[config.mk]
export PLATFORM = sky130hd
export DESIGN_NAME = length_prefix_stream_deframer
export DESIGN_NICKNAME = d
export VERILOG_FILES = /design/src/hw/rtl/lpsd_pkg.sv /design/src/hw/rtl/lpsd_ram.sv /design/src/hw/rtl/length_prefix_stream_deframer.sv
export SDC_FILE = /design/constraint.sdc
export NUM_CORES = 1
export LEC_CHECK = 0
export ABC_AREA = 1
export BUFFER_PORTS_ARGS = -buffer_cell sky130_fd_sc_hd__buf_2
export CAP_MARGIN = 10
export CORE_MARGIN = 8
export CORE_UTILIZATION = 56
export CTS_BUF_LIST = sky130_fd_sc_hd__clkbuf_8
export DETAILED_ROUTE_END_ITERATION = 12
export PLACE_DENSITY_LB_ADDON = 0.15
export SLEW_MARGIN = 20
export SYNTH_ARGS = -nofsm -noshare
export SYNTH_HDL_FRONTEND = slang
export SYNTH_SLANG_ARGS = --single-unit
[constraint.sdc]
create_clock -name clk_i -period 5.39 [get_ports clk_i]
set_input_delay 0.2695 -clock clk_i [delete_from_list [all_inputs] [get_ports clk_i]]
set_output_delay 0.2695 -clock clk_i [all_outputs]
set_load 0.03 [all_outputs]
[src/hw/rtl/lpsd_pkg.sv]
// Shared types and constants for the length-prefixed stream deframer.
// Used by length_prefix_stream_deframer; depends on nothing.

package lpsd_pkg;

  // Field widths fixed by the stream format and result layout
  localparam int unsigned LenW      = 24;  // packet length field
  localparam int unsigned AccW      = 32;  // header accumulator (4 bytes)
  localparam int unsigned CountW    = 5;   // queued packet count
  localparam int unsigned TotalW    = 32;  // queued byte total
  localparam int unsigned HdrCntW   = 3;   // header byte counter
  localparam int unsigned CfgIdxW   = 2;
  localparam int unsigned CfgDataW  = 32;
  localparam logic [HdrCntW-1:0] LengthBytes = 3'd4;

  // Defaults
  localparam int unsigned DefQueueDepth = 16;
  localparam logic [LenW-1:0]   RstMaxPacketBytes = 24'd1048576;
  localparam logic [CountW-1:0] RstMaxQueuedCount = 5'd16;
  localparam logic [TotalW-1:0] RstMaxQueuedBytes = 32'd16777216;

  // Input item kinds
  typedef enum logic [1:0] {
    KIND_BYTE  = 2'd0,
    KIND_POP   = 2'd1,
    KIND_CLEAR = 2'd2
  } kind_e;

  // Result status codes
  typedef enum logic [1:0] {
    STAT_OK         = 2'd0,
    STAT_BAD_LENGTH = 2'd1,
    STAT_QUEUE_FULL = 2'd2,
    STAT_INVALID    = 2'd3
  } status_e;

  // Configuration register indexes
  typedef enum logic [CfgIdxW-1:0] {
    CFG_MAX_PACKET_BYTES = 2'd0,
    CFG_MAX_QUEUED_COUNT = 2'd1,
    CFG_MAX_QUEUED_BYTES = 2'd2
  } cfg_idx_e;

  // One result item
  typedef struct packed {
    logic              payload_valid;
    logic [7:0]        payload_byte;
    logic              last_of_packet;
    status_e           status;
    logic              popped;
    logic [LenW-1:0]   popped_length;
    logic [CountW-1:0] queue_count;
  } result_t;

endpackage

[src/hw/rtl/lpsd_ram.sv]
// Generic single-write, single-read RAM with registered read data.
// Stand-alone; no package dependency.

module lpsd_ram #(
  parameter int unsigned Width = 8,
  parameter int unsigned Depth = 16,
  localparam int unsigned AddrW = (Depth > 1) ? $clog2(Depth) : 1
) (
  input  logic             clk_i,
  input  logic             we_i,
  input  logic [AddrW-1:0] waddr_i,
  input  logic [Width-1:0] wdata_i,
  input  logic [AddrW-1:0] raddr_i,
  output logic [Width-1:0] rdata_o
);

  logic [Width-1:0] mem [Depth];
  logic [Width-1:0] rdata_q;

  // Write port
  always_ff @(posedge clk_i) begin
    if (we_i) begin
      mem[waddr_i] <= wdata_i;
    end
  end

  // Registered read port
  always_ff @(posedge clk_i) begin
    rdata_q <= mem[raddr_i];
  end

  assign rdata_o = rdata_q;

endmodule

[src/hw/rtl/length_prefix_stream_deframer.sv]
// Top level of the length-prefixed stream deframer.
// Depends on lpsd_pkg and lpsd_ram.
//
// Usage:
//   Input channel (in_valid_i / in_stall_o) carries one event per transfer:
//   a stream byte, a pop of the oldest queued packet, or a clear. Each
//   packet on the stream is a 4-byte little-endian length followed by that
//   many payload bytes. Every input transfer yields exactly one result
//   transfer on the output channel (out_valid_o / out_stall_i) carrying the
//   passed payload byte, last marker, status, pop result and queue count.
//   Throughput: one item per cycle; all per-item work is a single pass of
//   compare/add logic between the state registers and the result register.
//   The queued lengths live in a RAM whose registered read port always
//   looks at the next head entry, with a one-entry bypass for a write to it.
//   Stall: a result register plus one skid entry; the input stalls only
//   when both are full, so one item is still taken while a result waits.
//   Reset: asynchronous, active low; clears all framing state and queue
//   pointers and loads register defaults. No clearing pass is needed.
//   Configuration: cfg_we_i writes register cfg_index_i (0 max packet bytes,
//   1 max queued count, 2 max queued bytes); the user must write only
//   while the block is idle, and the block itself does not enforce this.

module length_prefix_stream_deframer #(
  parameter int unsigned QUEUE_DEPTH = lpsd_pkg::DefQueueDepth
) (
  input  logic                          clk_i,
  input  logic                          rst_ni,
  // Configuration
  input  logic                          cfg_we_i,
  input  logic [lpsd_pkg::CfgIdxW-1:0]  cfg_index_i,
  input  logic [lpsd_pkg::CfgDataW-1:0] cfg_wdata_i,
  // Input channel
  input  logic                          in_valid_i,
  output logic                          in_stall_o,
  input  logic [1:0]                    kind_i,
  input  logic [7:0]                    data_byte_i,
  // Output channel
  output logic                          out_valid_o,
  input  logic                          out_stall_i,
  output logic                          payload_valid_o,
  output logic [7:0]                    payload_byte_o,
  output logic                          last_of_packet_o,
  output logic [1:0]                    status_o,
  output logic                          popped_o,
  output logic [lpsd_pkg::LenW-1:0]     popped_length_o,
  output logic [lpsd_pkg::CountW-1:0]   queue_count_o
);

  localparam int unsigned PtrW    = (QUEUE_DEPTH > 1) ? $clog2(QUEUE_DEPTH) : 1;
  localparam int unsigned DepthCW = $clog2(QUEUE_DEPTH + 1);
  localparam int unsigned CmpW    = (DepthCW > lpsd_pkg::CountW) ? DepthCW : lpsd_pkg::CountW;
  localparam logic [PtrW-1:0] LastPtr  = PtrW'(QUEUE_DEPTH - 1);
  localparam logic [CmpW-1:0] DepthCmp = CmpW'(QUEUE_DEPTH);

  // Configuration registers
  logic [lpsd_pkg::LenW-1:0]   max_packet_q;
  logic [lpsd_pkg::CountW-1:0] max_count_q;
  logic [lpsd_pkg::TotalW-1:0] max_bytes_q;

  always_ff @(posedge clk_i or negedge rst_ni) begin
    if (!rst_ni) begin
      max_packet_q <= lpsd_pkg::RstMaxPacketBytes;
      max_count_q  <= lpsd_pkg::RstMaxQueuedCount;
      max_bytes_q  <= lpsd_pkg::RstMaxQueuedBytes;
    end else if (cfg_we_i) begin
      case (cfg_index_i)
        lpsd_pkg::CFG_MAX_PACKET_BYTES: max_packet_q <= cfg_wdata_i[lpsd_pkg::LenW-1:0];
        lpsd_pkg::CFG_MAX_QUEUED_COUNT: max_count_q  <= cfg_wdata_i[lpsd_pkg::CountW-1:0];
        lpsd_pkg::CFG_MAX_QUEUED_BYTES: max_bytes_q  <= cfg_wdata_i[lpsd_pkg::TotalW-1:0];
        default: ;
      endcase
    end
  end

  // Framing and queue state
  logic [lpsd_pkg::HdrCntW-1:0] hdr_cnt_q, hdr_cnt_d;
  logic [lpsd_pkg::AccW-1:0]    len_acc_q, len_acc_d;
  logic [lpsd_pkg::LenW-1:0]    remain_q, remain_d;
  logic                         invalid_q, invalid_d;
  logic [lpsd_pkg::CountW-1:0]  queued_q, queued_d;
  logic [lpsd_pkg::TotalW-1:0]  total_q, total_d;
  logic [PtrW-1:0]              head_q, head_d;
  logic [PtrW-1:0]              tail_q, tail_d;

  // Head entry read path with bypass for a write to the next head
  logic                      byp_q, byp_d;
  logic [lpsd_pkg::LenW-1:0] byp_data_q;
  logic [lpsd_pkg::LenW-1:0] ram_rdata;
  logic [lpsd_pkg::LenW-1:0] head_len;
  logic                      push;
  logic [lpsd_pkg::LenW-1:0] push_len;

  // Handshake and result buffering
  logic              accept_in;
  logic              out_take;
  lpsd_pkg::result_t res_d;
  lpsd_pkg::result_t out_q, skid_q;
  logic              out_valid_q, skid_valid_q;

  assign in_stall_o = skid_valid_q;
  assign accept_in  = in_valid_i & ~skid_valid_q;
  assign out_take   = out_valid_q & ~out_stall_i;

  assign head_len = byp_q ? byp_data_q : ram_rdata;

  // Per-item processing
  always_comb begin
    logic [lpsd_pkg::AccW-1:0]   acc_new;
    logic [lpsd_pkg::LenW-1:0]   rem_dec;
    logic [lpsd_pkg::TotalW:0]   total_sum;
    logic                        count_full;
    logic                        bytes_full;

    acc_new    = len_acc_q | (lpsd_pkg::AccW'(data_byte_i) << {hdr_cnt_q[1:0], 3'b000});
    rem_dec    = (remain_q != '0) ? remain_q - 1'b1 : remain_q;
    total_sum  = {1'b0, total_q} + (lpsd_pkg::TotalW + 1)'(len_acc_q[lpsd_pkg::LenW-1:0]);
    count_full = (queued_q >= max_count_q) || (CmpW'(queued_q) >= DepthCmp);
    bytes_full = total_sum > {1'b0, max_bytes_q};

    hdr_cnt_d = hdr_cnt_q;
    len_acc_d = len_acc_q;
    remain_d  = remain_q;
    invalid_d = invalid_q;
    queued_d  = queued_q;
    total_d   = total_q;
    head_d    = head_q;
    tail_d    = tail_q;
    push      = 1'b0;
    push_len  = len_acc_q[lpsd_pkg::LenW-1:0];

    res_d                = '0;
    res_d.status         = lpsd_pkg::STAT_OK;
    res_d.queue_count    = queued_q;

    if (accept_in) begin
      case (kind_i)
        lpsd_pkg::KIND_BYTE: begin
          if (invalid_q) begin
            // Drop bytes until a clear
            res_d.status = lpsd_pkg::STAT_INVALID;
          end else if (hdr_cnt_q < lpsd_pkg::LengthBytes) begin
            // Collect the length prefix, check it on its last byte
            len_acc_d = acc_new;
            hdr_cnt_d = hdr_cnt_q + 1'b1;
            if (hdr_cnt_q == lpsd_pkg::LengthBytes - 1'b1) begin
              if (acc_new == '0 || acc_new > lpsd_pkg::AccW'(max_packet_q)) begin
                invalid_d    = 1'b1;
                res_d.status = lpsd_pkg::STAT_BAD_LENGTH;
                hdr_cnt_d    = '0;
                len_acc_d    = '0;
              end else begin
                remain_d = acc_new[lpsd_pkg::LenW-1:0];
              end
            end
          end else begin
            // Pass the payload byte, queue the packet on its last byte if it fits
            res_d.payload_valid = 1'b1;
            res_d.payload_byte  = data_byte_i;
            remain_d            = rem_dec;
            if (rem_dec == '0) begin
              res_d.last_of_packet = 1'b1;
              if (count_full || bytes_full) begin
                invalid_d    = 1'b1;
                res_d.status = lpsd_pkg::STAT_QUEUE_FULL;
              end else begin
                push     = 1'b1;
                tail_d   = (tail_q == LastPtr) ? '0 : tail_q + 1'b1;
                queued_d = queued_q + 1'b1;
                total_d  = total_sum[lpsd_pkg::TotalW-1:0];
              end
              hdr_cnt_d = '0;
              len_acc_d = '0;
            end
          end
          res_d.queue_count = queued_d;
        end
        lpsd_pkg::KIND_POP: begin
          // Release the oldest queued length
          if (queued_q != '0) begin
            res_d.popped        = 1'b1;
            res_d.popped_length = head_len;
            head_d   = (head_q == LastPtr) ? '0 : head_q + 1'b1;
            queued_d = queued_q - 1'b1;
            total_d  = (total_q >= lpsd_pkg::TotalW'(head_len)) ?
                       total_q - lpsd_pkg::TotalW'(head_len) : '0;
          end
          res_d.queue_count = queued_d;
        end
        lpsd_pkg::KIND_CLEAR: begin
          // Reset all framing and queue state
          hdr_cnt_d = '0;
          len_acc_d = '0;
          remain_d  = '0;
          invalid_d = 1'b0;
          queued_d  = '0;
          total_d   = '0;
          head_d    = '0;
          tail_d    = '0;
          res_d.queue_count = '0;
        end
        default: ;
      endcase
    end

    byp_d = push && (tail_q == head_d);
  end

  // State registers
  always_ff @(posedge clk_i or negedge rst_ni) begin
    if (!rst_ni) begin
      hdr_cnt_q <= '0;
      len_acc_q <= '0;
      remain_q  <= '0;
      invalid_q <= 1'b0;
      queued_q  <= '0;
      total_q   <= '0;
      head_q    <= '0;
      tail_q    <= '0;
      byp_q     <= 1'b0;
    end else begin
      hdr_cnt_q <= hdr_cnt_d;
      len_acc_q <= len_acc_d;
      remain_q  <= remain_d;
      invalid_q <= invalid_d;
      queued_q  <= queued_d;
      total_q   <= total_d;
      head_q    <= head_d;
      tail_q    <= tail_d;
      byp_q     <= byp_d;
    end
  end

  // Hold the bypass data
  always_ff @(posedge clk_i) begin
    byp_data_q <= push_len;
  end

  // Length queue storage
  lpsd_ram #(
    .Width(lpsd_pkg::LenW),
    .Depth(QUEUE_DEPTH)
  ) u_len_ram (
    .clk_i  (clk_i),
    .we_i   (push),
    .waddr_i(tail_q),
    .wdata_i(push_len),
    .raddr_i(head_d),
    .rdata_o(ram_rdata)
  );

  // Result register and skid entry control
  always_ff @(posedge clk_i or negedge rst_ni) begin
    if (!rst_ni) begin
      out_valid_q  <= 1'b0;
      skid_valid_q <= 1'b0;
    end else if (out_take || !out_valid_q) begin
      if (skid_valid_q) begin
        out_valid_q  <= 1'b1;
        skid_valid_q <= 1'b0;
      end else begin
        out_valid_q <= accept_in;
      end
    end else if (accept_in) begin
      skid_valid_q <= 1'b1;
    end
  end

  // Result and skid payload
  always_ff @(posedge clk_i) begin
    if (out_take || !out_valid_q) begin
      if (skid_valid_q) begin
        out_q <= skid_q;
      end else if (accept_in) begin
        out_q <= res_d;
      end
    end else if (accept_in) begin
      skid_q <= res_d;
    end
  end

  assign out_valid_o      = out_valid_q;
  assign payload_valid_o  = out_q.payload_valid;
  assign payload_byte_o   = out_q.payload_byte;
  assign last_of_packet_o = out_q.last_of_packet;
  assign status_o         = out_q.status;
  assign popped_o         = out_q.popped;
  assign popped_length_o  = out_q.popped_length;
  assign queue_count_o    = out_q.queue_count;

endmodule
==> impl_metrics.py, run 1 <==
metrics = {
    "grt": {
        "grt_start_max_net_pins": 195,
        "gr-usage-met3_pct": 3.94,
        "top_usage_layer": "met2",
        "first_global_vias": 25600,
        "grt_antenna_before_repair": 2,
        "met1_usage_pct": 37.0,
        "grt_pass1_wl_microns": 147000,
        "overflow": 0,
        "grt_use_total_pct": 28.1,
        "globalRouteMet2Util_pct": 46.8,
    },
    "logic_synthesis": {
        "synthTopCellsByArea": "sky130_fd_sc_hd__edfxtp_1 (42%), sky130_fd_sc_hd__dfrtp_1 (12%), sky130_fd_sc_hd__nand2_1 (7.7%)",
        "syn-instance-count": 3442,
        "synth_fp_nets": 3617,
        "synth_edf_count": 468,
        "synth_top_cells_by_count": "sky130_fd_sc_hd__nand2_1 (688), sky130_fd_sc_hd__inv_1 (477), sky130_fd_sc_hd__edfxtp_1 (468), sky130_fd_sc_hd__o21ai_0 (371), sky130_fd_sc_hd__nor2_1 (186)",
        "post-synth-top-area-fraction_pct": 41.9,
        "ys_seq_elements": 685,
        "avgSynthCellArea_sq_um": 9.74,
        "share_of_flip_flops_with_an_asynchronous_set_or_reset_pct": 24.7,
        "yosysUniqueCellTypes": 56,
        "ys.warnings.count": 0,
        "syn-cell-area_sq_um": 33500,
        "synth_sequential_area_ratio_pct": 57.4,
        "synth_area_leader_cell": "sky130_fd_sc_hd__edfxtp_1",
        "yosysMostFrequentCell": "sky130_fd_sc_hd__nand2_1",
        "dominant_register_cell_in_the_synthesized_netlist": "sky130_fd_sc_hd__edfxtp_1",
    },
    "final_layout": {
        "final_layout_size_suffix_gt1_share_pct": 11.0,
        "fillers": 4696,
        "fin_cells": 4512,
        "num-nets-final": 3817,
        "area_growth_pct": 13.8,
        "finalInstanceArea_sq_um": 38100,
    },
    "place": {
        "cell_count_after_placement": 4256,
        "place_ws_ps": -164,
        "io_buffer_count": 92,
        "routabilityCongestion": 0.961,
        "placement.cell_area_sq_um": 35400,
        "place_hpwl_microns": 68300,
    },
    "worst_setup_path": {
        "reg2reg_from": "total_q[2]",
        "crit_path_top_delay_cell": "sky130_fd_sc_hd__dfrtp_1",
        "rr_endpoint": "u_len_ram.mem[6][20]",
        "reg2reg_depth": 28,
        "start_kind": "flip-flop",
        "setup.reg_to_reg.worst_slack_ps": 240,
        "cp.arrival_ps": 5530,
        "critical_path_peak_fanout": 17,
        "cp.required_ps": 5770,
        "timing_worst_setup_path_type": "flip-flop to flip-flop",
        "end_kind": "flip-flop",
        "crit_path_max_incr_delay_ps": 410,
        "critPathMostFrequentCell": "sky130_fd_sc_hd__nand2_1",
    },
    "sta": {
        "slew_violations": 0,
        "min_period_over_period_pct": 95.5,
        "max_slew_margin_pct": 16.9,
        "timing.final.ws_setup_ps": 241,
        "timing.final.setup_violations": 0,
        "fin_crit_ps": 5150,
        "fin_worst_skew_ps": 41.8,
        "fmax_mhz": 194,
        "worst_slew_pin_tran_ps": 1230,
        "hold_viol": 0,
    },
    "power_and_ir_drop": {
        "ir_worst_vdd_mv": 0.339,
        "design_power_total_mw": 21.3,
        "leakage_nw": 16.3,
        "power_density_nw_per_um2": 558,
    },
    "route": {
        "detailedRoute.firstPassIterationCount": 6,
        "first_iter_violations": 2374,
        "route.antenna.remaining_nets": 0,
        "drcViolationCount": 0,
        "detail_route.wirelength_microns": 96300,
        "post_drt_via_cell_ratio": 5.73,
        "routed-via-count": 25800,
        "post_drt_wl_per_cell_microns": 21.3,
    },
    "clocking": {
        "clock_tree.htree_level_count": 3,
        "clkSinkCount": 685,
        "cts-root-buf": "sky130_fd_sc_hd__clkbuf_8",
        "cts.clk_slew.worst_paths_ps": 60,
        "clock_path_buffers": 3,
        "num_cts_buffers": 107,
        "worst_skew_pair.late_latency_ps": 700,
        "cts_tree": "built",
    },
    "die": {
        "placement_rows": 89,
        "fp.dieH_microns": 261,
        "ios": 93,
        "floorplan.die.width_microns": 261,
        "initial_utilization_pct": 56.7,
        "coreArea_sq_um": 59100,
        "dieArea_sq_um": 68000,
    },
    "hold_path": {
        "hold_start": "cfg_index_i[0]",
        "holdCritPathClass": "input pin to flip-flop",
        "hold-path-cell-count": 3,
        "timing.hold.worst_endpoint": "max_count_q[4]",
    },
    "status": {
        "outcome": "completed",
    },
    "job": {
        "max_cap_viol_count": 0,
    },
}
==> final cells by class <==
type	count	area [sq um]	area share, %
sequential	685	19200	50.5
multi-input combinational	2131	12000	31.5
timing repair buffer	231	1850	4.86
inverter	486	1820	4.78
clock buffer	120	1650	4.33
tap	773	967	2.54
clock inverter	81	583	1.53
antenna	5	12.5	0.0328
==> critical path: cells and delay by family (launching register included) <==
family,cells,cell delay [ps]
buf+inv,4,670
flops,1,410
fa+ha+maj,2,650
simple gates,16,1960
compound gates,6,1110
==> flip-flops by register name, summed over array words and instances, names as in the netlist, 2 cells and up <==
signal	count
popped_length_o	24
u_len_ram.mem	384
head_q	4
skid_q	42
payload_byte_o	8
max_count_q	5
tail_q	4
remain_q	24
max_bytes_q	32
u_len_ram.rdata_o	24
len_acc_q	32
hdr_cnt_q	3
status_o	2
max_packet_q	24
total_q	32
byp_data_q	24
queued_q	5
queue_count_o	5
==> through the flow <==
stage | hold slack (ps) | util (%) | TNS, ps
3_5_place_dp | 145 | 59.8 | -26310
4_1_cts | 70.2 | 64.4 | 0
5_1_grt | 144 | 64.5 | -0.462
3_3_place_gp | 143 | 59.8 | 0
2_1_floorplan | -26.1 | - | 0
6_report | 150 | 64.5 | 0
==> timing repair <==
item,in CTS,in global routing
gates resized for setup,2,8
setup endpoints to repair,332,383
hold endpoints to repair,237,0
hold buffers,45,0
pin swaps,0,1
setup buffers,0,5
==> metal layers <==
metal,wire (microns),vias to the layer above
li1,-,12200
met3,6110,187
met5,0,-
met4,3710,0
met1,40700,12500
met2,45800,950
==> worst max-delay path by stage <==
stage / from / end / slack [ps] / cells past startpoint
after floorplan: len_acc_q[2] / u_len_ram.mem[0][0] / 140 / 25
after global placement: total_q[2] / u_len_ram.mem[6][6] / 10 / 27
after detailed placement: total_q[2] / u_len_ram.mem[6][18] / -160 / 27
after CTS: total_q[2] / u_len_ram.mem[6][22] / 70 / 27
after global routing: total_q[2] / u_len_ram.mem[6][13] / -0.5 / 28
final: total_q[2] / u_len_ram.mem[6][20] / 240 / 28
==> cells in the final DEF, fill, tap and decap left out, types with 13 or more instances in the layout <==
cell                            count
sky130_fd_sc_hd__dfrtp_1          165
sky130_fd_sc_hd__buf_12            18
sky130_fd_sc_hd__nor3_1            20
sky130_fd_sc_hd__ha_1             124
sky130_fd_sc_hd__edfxtp_1         468
sky130_fd_sc_hd__dlygate4sd3_1     44
sky130_fd_sc_hd__clkinv_2          13
sky130_fd_sc_hd__nand3_1          109
sky130_fd_sc_hd__o211ai_1          61
sky130_fd_sc_hd__o21ai_0          370
sky130_fd_sc_hd__nor2_1           169
sky130_fd_sc_hd__nor2_2            22
sky130_fd_sc_hd__nand2_1          687
sky130_fd_sc_hd__o221ai_1          49
sky130_fd_sc_hd__o22ai_1           35
sky130_fd_sc_hd__buf_2             92
sky130_fd_sc_hd__buf_4             73
sky130_fd_sc_hd__a21oi_1          181
sky130_fd_sc_hd__mux2i_1           71
sky130_fd_sc_hd__nand4_1           41
sky130_fd_sc_hd__inv_1            512
sky130_fd_sc_hd__dfxtp_1           48
sky130_fd_sc_hd__xnor2_1           17
sky130_fd_sc_hd__o21ai_1           24
sky130_fd_sc_hd__clkinv_1          22
sky130_fd_sc_hd__xor2_1            34
sky130_fd_sc_hd__clkbuf_8         120
==> report_power, final <==
part / switching (mW) / internal, mW
sequential: 0.606 / 6.77
clock: 2.08 / 2.44
combinational: 6.46 / 2.95
total: 9.14 / 12.2
==> logic make-up after synthesis <==
family / after synthesis / synth area share, %
simple gates: 1097 / 13.7
compound gates: 785 / 13.5
flops: 685 / 57.4
buf+inv: 626 / 7.19
fa+ha+maj: 126 / 4.75
mux: 71 / 2.12
xor+xnor: 52 / 1.36
No activity file was read; power rests on OpenSTA's default activity.
==> run 2, diff against run 1 <==
--- a/config.mk
+++ b/config.mk
@@ -13,6 +13,7 @@
 export CTS_BUF_LIST = sky130_fd_sc_hd__clkbuf_8
 export DETAILED_ROUTE_END_ITERATION = 12
 export PLACE_DENSITY_LB_ADDON = 0.15
+export REMOVE_ABC_BUFFERS = 1
 export SLEW_MARGIN = 20
 export SYNTH_ARGS = -nofsm -noshare
 export SYNTH_HDL_FRONTEND = slang
==> run 2 against run 1 <==
  * Global-route usage increased by 0.64 points
  * Non-clock buffer count increased by 7
  * Sequential power about the same
  * Count of clock-buffer cells in the layout stayed put
  * Register-to-register slack better by 70 ps
  * Largest cell class unchanged
  * Largest power group unchanged
==> impl_metrics.py, run 2 (synthesis results as in run 1) <==
metrics = {
    "status": {
        "outcome": "completed",
    },
    "sta": {
        "fin_crit_ps": 5080,
        "timing.final.setup_violations": 0,
        "worst_slew_pin_tran_ps": 901,
        "fmax_mhz": 197,
        "fin_worst_skew_ps": 32.9,
        "rsz_0062_raised_after_global_routing": "false",
        "hold_viol": 0,
        "max_slew_margin_pct": 38.2,
        "min_period_over_period_pct": 94.2,
        "slew_violations": 0,
    },
    "worst_setup_path": {
        "cp.arrival_ps": 5470,
        "crit_path_top_delay_cell": "sky130_fd_sc_hd__dfrtp_1",
        "end_kind": "flip-flop",
        "timing_worst_setup_path_type": "flip-flop to flip-flop",
        "critPathMostFrequentCell": "sky130_fd_sc_hd__nand2_1",
        "cp.required_ps": 5780,
        "crit_path_max_incr_delay_ps": 400,
        "start_kind": "flip-flop",
        "critical_path_peak_fanout": 15,
    },
    "final_layout": {
        "max_flop_register": "u_len_ram.mem",
        "fillers": 4820,
        "most_frequent_cells_in_the_layout": "sky130_fd_sc_hd__nand2_1 (688), sky130_fd_sc_hd__inv_1 (518), sky130_fd_sc_hd__edfxtp_1 (468)",
        "mostFrequentLayoutCell": "sky130_fd_sc_hd__nand2_1",
        "largest_reg_flops": 384,
        "fin_cells": 4518,
        "final_layout_size_suffix_gt1_share_pct": 11.0,
        "num-nets-final": 3825,
        "area_growth_pct": 13.0,
        "reg_top3": "u_len_ram.mem: 384 flops, skid_q: 42 flops",
    },
    "power_and_ir_drop": {
        "design_power_total_mw": 21.0,
        "power_density_nw_per_um2": 553,
        "leakage_nw": 16.3,
        "ir_worst_vdd_mv": 0.279,
    },
    "route": {
        "post_drt_via_cell_ratio": 5.75,
        "post_drt_wl_per_cell_microns": 21.8,
        "detailedRoute.firstPassIterationCount": 6,
        "routed-via-count": 26000,
        "first_iter_violations": 2588,
        "route.antenna.remaining_nets": 0,
        "detail_route.wirelength_microns": 98500,
        "drcViolationCount": 0,
    },
    "clocking": {
        "num_cts_buffers": 108,
        "post-cts-setup-buffers": 0,
        "clock_tree.htree_level_count": 3,
        "clock_path_buffers": 3,
        "cts_tree": "built",
        "cts-root-buf": "sky130_fd_sc_hd__clkbuf_8",
        "clkSinkCount": 685,
        "worst_skew_pair.late_latency_ps": 720,
        "cts.clk_slew.worst_paths_ps": 60,
    },
    "die": {
        "ios": 93,
        "placement_rows": 89,
        "fp.dieH_microns": 261,
        "dieArea_sq_um": 68000,
        "floorplan.die.width_microns": 261,
        "coreArea_sq_um": 59100,
        "initial_utilization_pct": 56.7,
    },
    "grt": {
        "grt_start_max_net_pins": 142,
        "overflow": 0,
        "grt_antenna_before_repair": 1,
        "grt_pass1_wl_microns": 149000,
        "grt_use_total_pct": 28.7,
        "first_global_vias": 25300,
    },
    "place": {
        "cell_count_after_placement": 4269,
        "place_hpwl_microns": 69800,
        "routabilityCongestion": 0.972,
        "io_buffer_count": 92,
    },
    "hold_path": {
        "holdCritPathClass": "input pin to flip-flop",
    },
    "job": {
        "max_cap_viol_count": 0,
    },
}
-- run 2: routing by layer --
metal | wire (microns) | GRT usage, % | part of all wire (%)
met1 | 41300 | 38.6 | 42
met2 | 45900 | 46.4 | 47
met3 | 7330 | 4.51 | 7.4
met4 | 4030 | 12.2 | 4.1
met5 | 0 | 0 | 0
-- run 2: repair_timing --
action | in CTS | in global routing
gates resized for setup | 0 | 2
endpoints found under the hold margin | 152 | 0
hold buffers | 44 | 0
setup endpoints to repair | 0 | 331
-- run 2: through the flow --
step	instance area [sq um]	hold WS (ps)	utilization (%)	setup slack [ps]	TNS (ps)
after floorplan	32900	-26.1	-	-9820	-257160
after global placement	35400	356	59.8	350	0
after detailed placement	35400	357	59.8	255	0
after CTS	37900	29.0	64.1	226	0
after global routing	37900	98.7	64.1	3.39	0
final	37900	77.8	64.1	314	0
-- run 2: power by group --
group / internal (mW) / switching [mW] / total, mW
combinational: 2.98 / 6.40 / 9.39
sequential: 6.77 / 0.612 / 7.38
clock: 2.10 / 2.08 / 4.18
-- run 2: final cells by class --
type	instances	area [sq um]	area share, %
diodes	2	5.00	0.0132
clock buffers	120	1650	4.36
well taps	773	967	2.55
flip-flops and latches	685	19200	50.8
multi-input cells	2131	12000	31.6
inverters	486	1820	4.81
repair buffers	238	1820	4.81
clock inverters	83	405	1.07
-- run 2: worst max-delay path: cells and delay by family (launching register included) --
kind | cells | cell delay [ps]
flops | 1 | 400
buf+inv | 4 | 660
compound gates | 4 | 870
simple gates | 16 | 2160
fa+ha+maj | 2 | 650
-- run 2: final timing paths --
path                            startpoint                     to  slack [ps]  cells past startpoint
setup / recovery                total_q[2]  u_len_ram.mem[11][22]         310                     26
hold / removal              cfg_index_i[0]         max_count_q[4]          80                      3
setup reg to reg                total_q[2]  u_len_ram.mem[11][22]         310                     26
hold reg to reg            max_packet_q[1]        max_packet_q[1]         490                      2
max in group asynchronous           rst_ni             total_q[7]        4060                      3
min in group asynchronous           rst_ni             in_stall_o         150                      2
